**src/hw/rtl/iteration_gradient_color_map_defines.svh**
```systemverilog
// Assertion macros for the iteration gradient color map.
// No dependencies; include by bare file name from files that assert.
`ifndef ITERATION_GRADIENT_COLOR_MAP_DEFINES_SVH
`define ITERATION_GRADIENT_COLOR_MAP_DEFINES_SVH

// Same-cycle implication, disabled in reset.
`define IGCM_ASSERT_IMP(label, clk, rst, ante, cons) \
   label: assert property (@(posedge clk) disable iff (rst) (ante) |-> (cons)) \
      else $error("igcm assertion failed");

// Next-cycle implication, disabled in reset.
`define IGCM_ASSERT_NEXT(label, clk, rst, ante, cons) \
   label: assert property (@(posedge clk) disable iff (rst) (ante) |=> (cons)) \
      else $error("igcm assertion failed");

`endif

```
**src/hw/rtl/igcm_pkg.sv**
```systemverilog
// Shared types and constants for the iteration gradient color map.
// No dependencies.
package igcm_pkg;

   localparam int ITER_WIDTH      = 16;
   localparam int SLOPE_FRAC_BITS = 16;
   localparam int CHAN_WIDTH      = 8;
   localparam int COLOR_WIDTH     = 3 * CHAN_WIDTH;
   localparam int NUM_CHAN        = 3;
   localparam int RANGE_WIDTH     = ITER_WIDTH - 2;
   localparam int QUO_WIDTH       = CHAN_WIDTH + SLOPE_FRAC_BITS;
   localparam int SLOPE_WIDTH     = QUO_WIDTH + 1;
   localparam int BITS_PER_STAGE  = 3;
   localparam int DIV_STAGES      = (QUO_WIDTH + BITS_PER_STAGE - 1) / BITS_PER_STAGE;
   localparam int FRAC_WIDTH      = 8;

   typedef enum logic [2:0] {
      CSR_MAX_ITER,
      CSR_SMOOTH_ENABLE,
      CSR_INTERIOR_COLOR,
      CSR_STOP_COLOR_0,
      CSR_STOP_COLOR_1,
      CSR_STOP_COLOR_2,
      CSR_STOP_COLOR_3,
      CSR_STOP_COLOR_4
   } csr_index_type;

   typedef struct packed {
      logic [ITER_WIDTH-1:0] iteration_count;
      logic [FRAC_WIDTH-1:0] smooth_fraction;
   } req_type;

   typedef struct packed {
      logic [CHAN_WIDTH-1:0] red;
      logic [CHAN_WIDTH-1:0] green;
      logic [CHAN_WIDTH-1:0] blue;
   } rsp_type;

endpackage

```
**src/hw/rtl/igcm_divider.sv**
```systemverilog
// Pipelined restoring divider: sign-magnitude stop difference scaled by
// 2^SLOPE_FRAC_BITS over the segment range. Depends on igcm_pkg.
module igcm_divider
   import igcm_pkg::*;
(
   input  logic                          clock,
   input  logic                          advance,
   input  logic [CHAN_WIDTH-1:0]         mag,
   input  logic                          neg,
   input  logic [RANGE_WIDTH-1:0]        divisor,
   output logic signed [SLOPE_WIDTH-1:0] slope
);

   logic [RANGE_WIDTH-1:0] rem_ff [DIV_STAGES];
   logic [RANGE_WIDTH-1:0] rem_in [DIV_STAGES];
   logic [QUO_WIDTH-1:0]   quo_ff [DIV_STAGES];
   logic [QUO_WIDTH-1:0]   quo_in [DIV_STAGES];
   logic [CHAN_WIDTH-1:0]  mag_ff [DIV_STAGES];
   logic                   neg_ff [DIV_STAGES];
   logic [RANGE_WIDTH-1:0] div_ff [DIV_STAGES];

   // Three quotient bits per stage; each stage reads only its predecessor.
   always_comb begin
      logic [RANGE_WIDTH-1:0] r;
      logic [QUO_WIDTH-1:0]   q;
      logic [RANGE_WIDTH:0]   trial;
      logic [QUO_WIDTH-1:0]   dvd;
      logic [RANGE_WIDTH-1:0] d;
      for (int s = 0; s < DIV_STAGES; s++) begin
         if (s == 0) begin
            r   = '0;
            q   = '0;
            dvd = {mag, {SLOPE_FRAC_BITS{1'b0}}};
            d   = divisor;
         end else begin
            r   = rem_ff[s-1];
            q   = quo_ff[s-1];
            dvd = {mag_ff[s-1], {SLOPE_FRAC_BITS{1'b0}}};
            d   = div_ff[s-1];
         end
         for (int k = 0; k < BITS_PER_STAGE; k++) begin
            if (s * BITS_PER_STAGE + k < QUO_WIDTH) begin
               trial = {r, dvd[QUO_WIDTH-1-(s*BITS_PER_STAGE+k)]};
               if (trial >= {1'b0, d}) begin
                  trial = trial - {1'b0, d};
                  q     = {q[QUO_WIDTH-2:0], 1'b1};
               end else begin
                  q     = {q[QUO_WIDTH-2:0], 1'b0};
               end
               r = trial[RANGE_WIDTH-1:0];
            end
         end
         rem_in[s] = r;
         quo_in[s] = q;
      end
   end

   always_ff @(posedge clock) begin
      if (advance) begin
         for (int s = 0; s < DIV_STAGES; s++) begin
            rem_ff[s] <= rem_in[s];
            quo_ff[s] <= quo_in[s];
            if (s == 0) begin
               mag_ff[s] <= mag;
               neg_ff[s] <= neg;
               div_ff[s] <= divisor;
            end else begin
               mag_ff[s] <= mag_ff[s-1];
               neg_ff[s] <= neg_ff[s-1];
               div_ff[s] <= div_ff[s-1];
            end
         end
      end
   end

   // Zero range gives a flat slope.
   always_comb begin
      if (div_ff[DIV_STAGES-1] == '0) begin
         slope = '0;
      end else if (neg_ff[DIV_STAGES-1]) begin
         slope = -$signed({1'b0, quo_ff[DIV_STAGES-1]});
      end else begin
         slope = $signed({1'b0, quo_ff[DIV_STAGES-1]});
      end
   end

endmodule

```
**config.mk**
```make
export PLATFORM = sky130hd
export DESIGN_NAME = igcm_divider
export DESIGN_NICKNAME = d
export VERILOG_FILES = /design/src/hw/rtl/iteration_gradient_color_map_defines.svh /design/src/hw/rtl/igcm_pkg.sv /design/src/hw/rtl/igcm_divider.sv
export SDC_FILE = /design/constraint.sdc
export NUM_CORES = 1
export LEC_CHECK = 0
export BUFFER_PORTS_ARGS = -buffer_cell sky130_fd_sc_hd__buf_4
export CORE_MARGIN = 5
export CORE_UTILIZATION = 35
export DETAILED_ROUTE_END_ITERATION = 16
export HOLD_SLACK_MARGIN = 0.1
export PLACE_DENSITY = 0.56
export SYNTH_ARGS = -nofsm -noshare
export SYNTH_HDL_FRONTEND = slang
export SYNTH_SLANG_ARGS = --single-unit
```
**constraint.sdc**
```tcl
create_clock -name clock -period 10.41 [get_ports clock]
set_clock_uncertainty 0.05 [all_clocks]
set_input_delay 1.5615 -clock clock [delete_from_list [all_inputs] [get_ports clock]]
set_output_delay 1.5615 -clock clock [all_outputs]
set_load 0.1 [all_outputs]
```
==> impl_metrics.ini <==
[run_status]
status = completed

[cts]
clock-sinks = 333
cts_tree = built
cts_resized = 0
clock_latency_ns = 0.57
cts.htree.levels = 2
clk_pin_slew_ns = 0.07
cts_buffer_depth = 3
post_cts_buffers = 0
clock-root-buffer = clkbuf_16
numCtsBuffers = 40
postCtsHoldBufs = 0

[timing]
setup_viol = 0
hold_violations = 0
worst_slack_ns = 1.22
fmaxAchievable_mhz = 109
slew_violations = 0
period_share = 0.883
setup-tns-final_ns = 0
grt_setup_unrepaired = no
worstMarginPinSlew_ns = 1.07
relSlewSlack = 0.285
min_period_ns = 9.19

[setup_path]
rr_worst_depth = 30
slowest_delay_ns = 0.90
cp_top_family = compound AO/OA/AOI/OAI gates
crit_buf_inv = 3
regToRegSetupSlack_ns = 1.22
crit_path_end_kind = flop
reg2reg_from = div_ff[0][15]$_DFFE_PP_
crit_path_max_fanout = 22
critical_path_class = flop to flop
cp_data_required_time_ns = 10.66
cp_data_arrival_time_ns = 9.44
critPathLaunchType = flop
r2r_end = rem_ff[2][6]$_DFFE_PP_
critPathSlowestCell = a21oi_2

[grt]
antenna_found_initial = 0
grt_overflow = 0
grt_pass1_wl_um = 112000
grt_max_degree = 85
grt_usage = 0.162
grt_pass1_vias = 20100

[synth]
yosysTopAreaCell = edfxtp_1
yosysWarnings = 0
yosys.area.top_type_share = 0.356
netlist_top_cells_area = edfxtp_1, ha_1, mux2_2
avgSynthCellArea_sq_um = 9.82
ys.flop_type = edfxtp_1
ys_async_sr_fraction = 0
synth.distinct_cells = 82
syn_nets = 3210
synthesis.area_sq_um = 28100
synth_edf_count = 333
synthCells = 2857
yosysSeqAreaShare = 0.356
ys_ff_latch = 333

[route]
vias = 21100
dr.pass1.iters = 6
drcViolationCount = 0
drt_iter0_drc = 1379
vias_per_cell = 5.29
drt_wl_total_um = 72000
wl_per_cell_um = 18.0
ant_nets = 0

[worst_hold_path]
hold_end = quo_ff[1][13]$_DFFE_PP_
worstHoldPathCells = 0
hold_start = quo_ff[0][82]$_DFFE_PP_
min_path_type = flop to flop

[final_layout]
final_nets = 3265
regArea_sq_um = 10000
n_fill_cell = 7891
final_cell_mix = edfxtp_1, ha_1, a21oi_1, nor2_1, inv_1
diodes = 0
fin_util = 0.391
area_growth_syn_to_layout_pct = 10.5
multi_input_area_sq_um = 17000
drive_above_1_share = 0.109
final_common_cell = edfxtp_1

[placement]
place_congestion = 0.911
io_buffers = 49
dp_hpwl_um = 57000
place_ws_ns = 1.26

[die]
core_area_sq_um = 79300
initial_core_util = 0.354
io_pins = 50
placementRows = 103
die_h_um = 293
die_w_um = 293
die_area_sq_um = 85900

[run]
maxCapViolations = 0
stage by stage:
stage / hold WS [ns] / instances / cell area, sq um
2_1_floorplan: 0.350 / 2857 / 28100
3_3_place_gp: 0.350 / 3920 / 29700
3_5_place_dp: 0.355 / 3920 / 29700
4_1_cts: 0.359 / 3992 / 31000
5_1_grt: 0.371 / 3992 / 31000
6_report: 0.350 / 3992 / 31000
synth_stat cells (all sizes together), types with 7 or more instances:
cell,number
a211oi,22
a21boi,12
a21o,112
a21oi,243
a221o,16
a221oi,8
a31oi,21
a41o,7
and2,20
and3,16
buf,23
clkbuf,24
edfxtp,333
fa,13
ha,315
inv,220
mux2,160
mux2i,25
nand2,131
nand2b,41
nand3,34
nand4,38
nor2,237
nor2b,43
nor3,57
nor4,19
o211ai,13
o21a,54
o21ai,162
o21bai,34
o221ai,7
o31a,9
o31ai,26
o41ai,9
or2,13
or3,22
or4,9
xnor2,170
xor2,77
worst reg2reg max path, delay by kind of cell, from the launching register on:
kind	cells	cell delay, ns
fa+ha+maj	3	0.85
compound gates	18	5.88
mux	2	0.76
flops	1	0.54
buf+inv	3	0.37
simple gates	4	0.50
flip-flops by register name, summed over array words and instances (netlist names):
name / count
rem_ff: 98
quo_ff: 108
neg_ff: 8
div_ff: 112
mag_ff: 7
layer usage:
metal | wire length (um) | global-route usage | vias up
met5 | 0 | 0 | -
met4 | 1800 | 0.0428 | 0
met3 | 2630 | 0.0169 | 101
met2 | 32400 | 0.264 | 384
met1 | 35100 | 0.230 | 9908
li1 | - | - | 10700
cells by family after synthesis:
family                     count (synthesis)  share of synthesized area
xor gates and xnor gates                 247                     0.0771
and+or+nand+nor                          698                      0.121
AOI/OAI and AO/OA                        797                      0.184
adders and majority gates                328                      0.150
muxes                                    185                     0.0742
buffers and inverters                    269                     0.0375
DFF                                      333                      0.356
cell type report:
cell class / instances / share of cell area
tap: 1050 / 0.0424
sequential: 333 / 0.323
inverter: 222 / 0.0270
clock buffer: 46 / 0.0337
clock inverter: 26 / 0.00969
timing repair buffer: 60 / 0.0148
multi-input combinational: 2255 / 0.550
worst max path at each step:
stage	cells past startpoint	endpoint	slack, ns	startpoint
6_report	30	rem_ff[2][6]$_DFFE_PP_	1.22	div_ff[0][15]$_DFFE_PP_
5_1_grt	30	rem_ff[2][6]$_DFFE_PP_	0.41	div_ff[0][15]$_DFFE_PP_
4_1_cts	30	rem_ff[2][6]$_DFFE_PP_	1.18	div_ff[0][15]$_DFFE_PP_
3_5_place_dp	31	rem_ff[0][2]$_DFFE_PP_	1.26	mag[7]
3_3_place_gp	30	rem_ff[2][13]$_DFFE_PP_	1.28	div_ff[0][15]$_DFFE_PP_
2_1_floorplan	33	rem_ff[0][10]$_DFFE_PP_	2.67	mag[7]
Power is left out: the tool's default activity adds up to more than one toggle a clock period on the data nets, which glitch-free logic cannot reach.
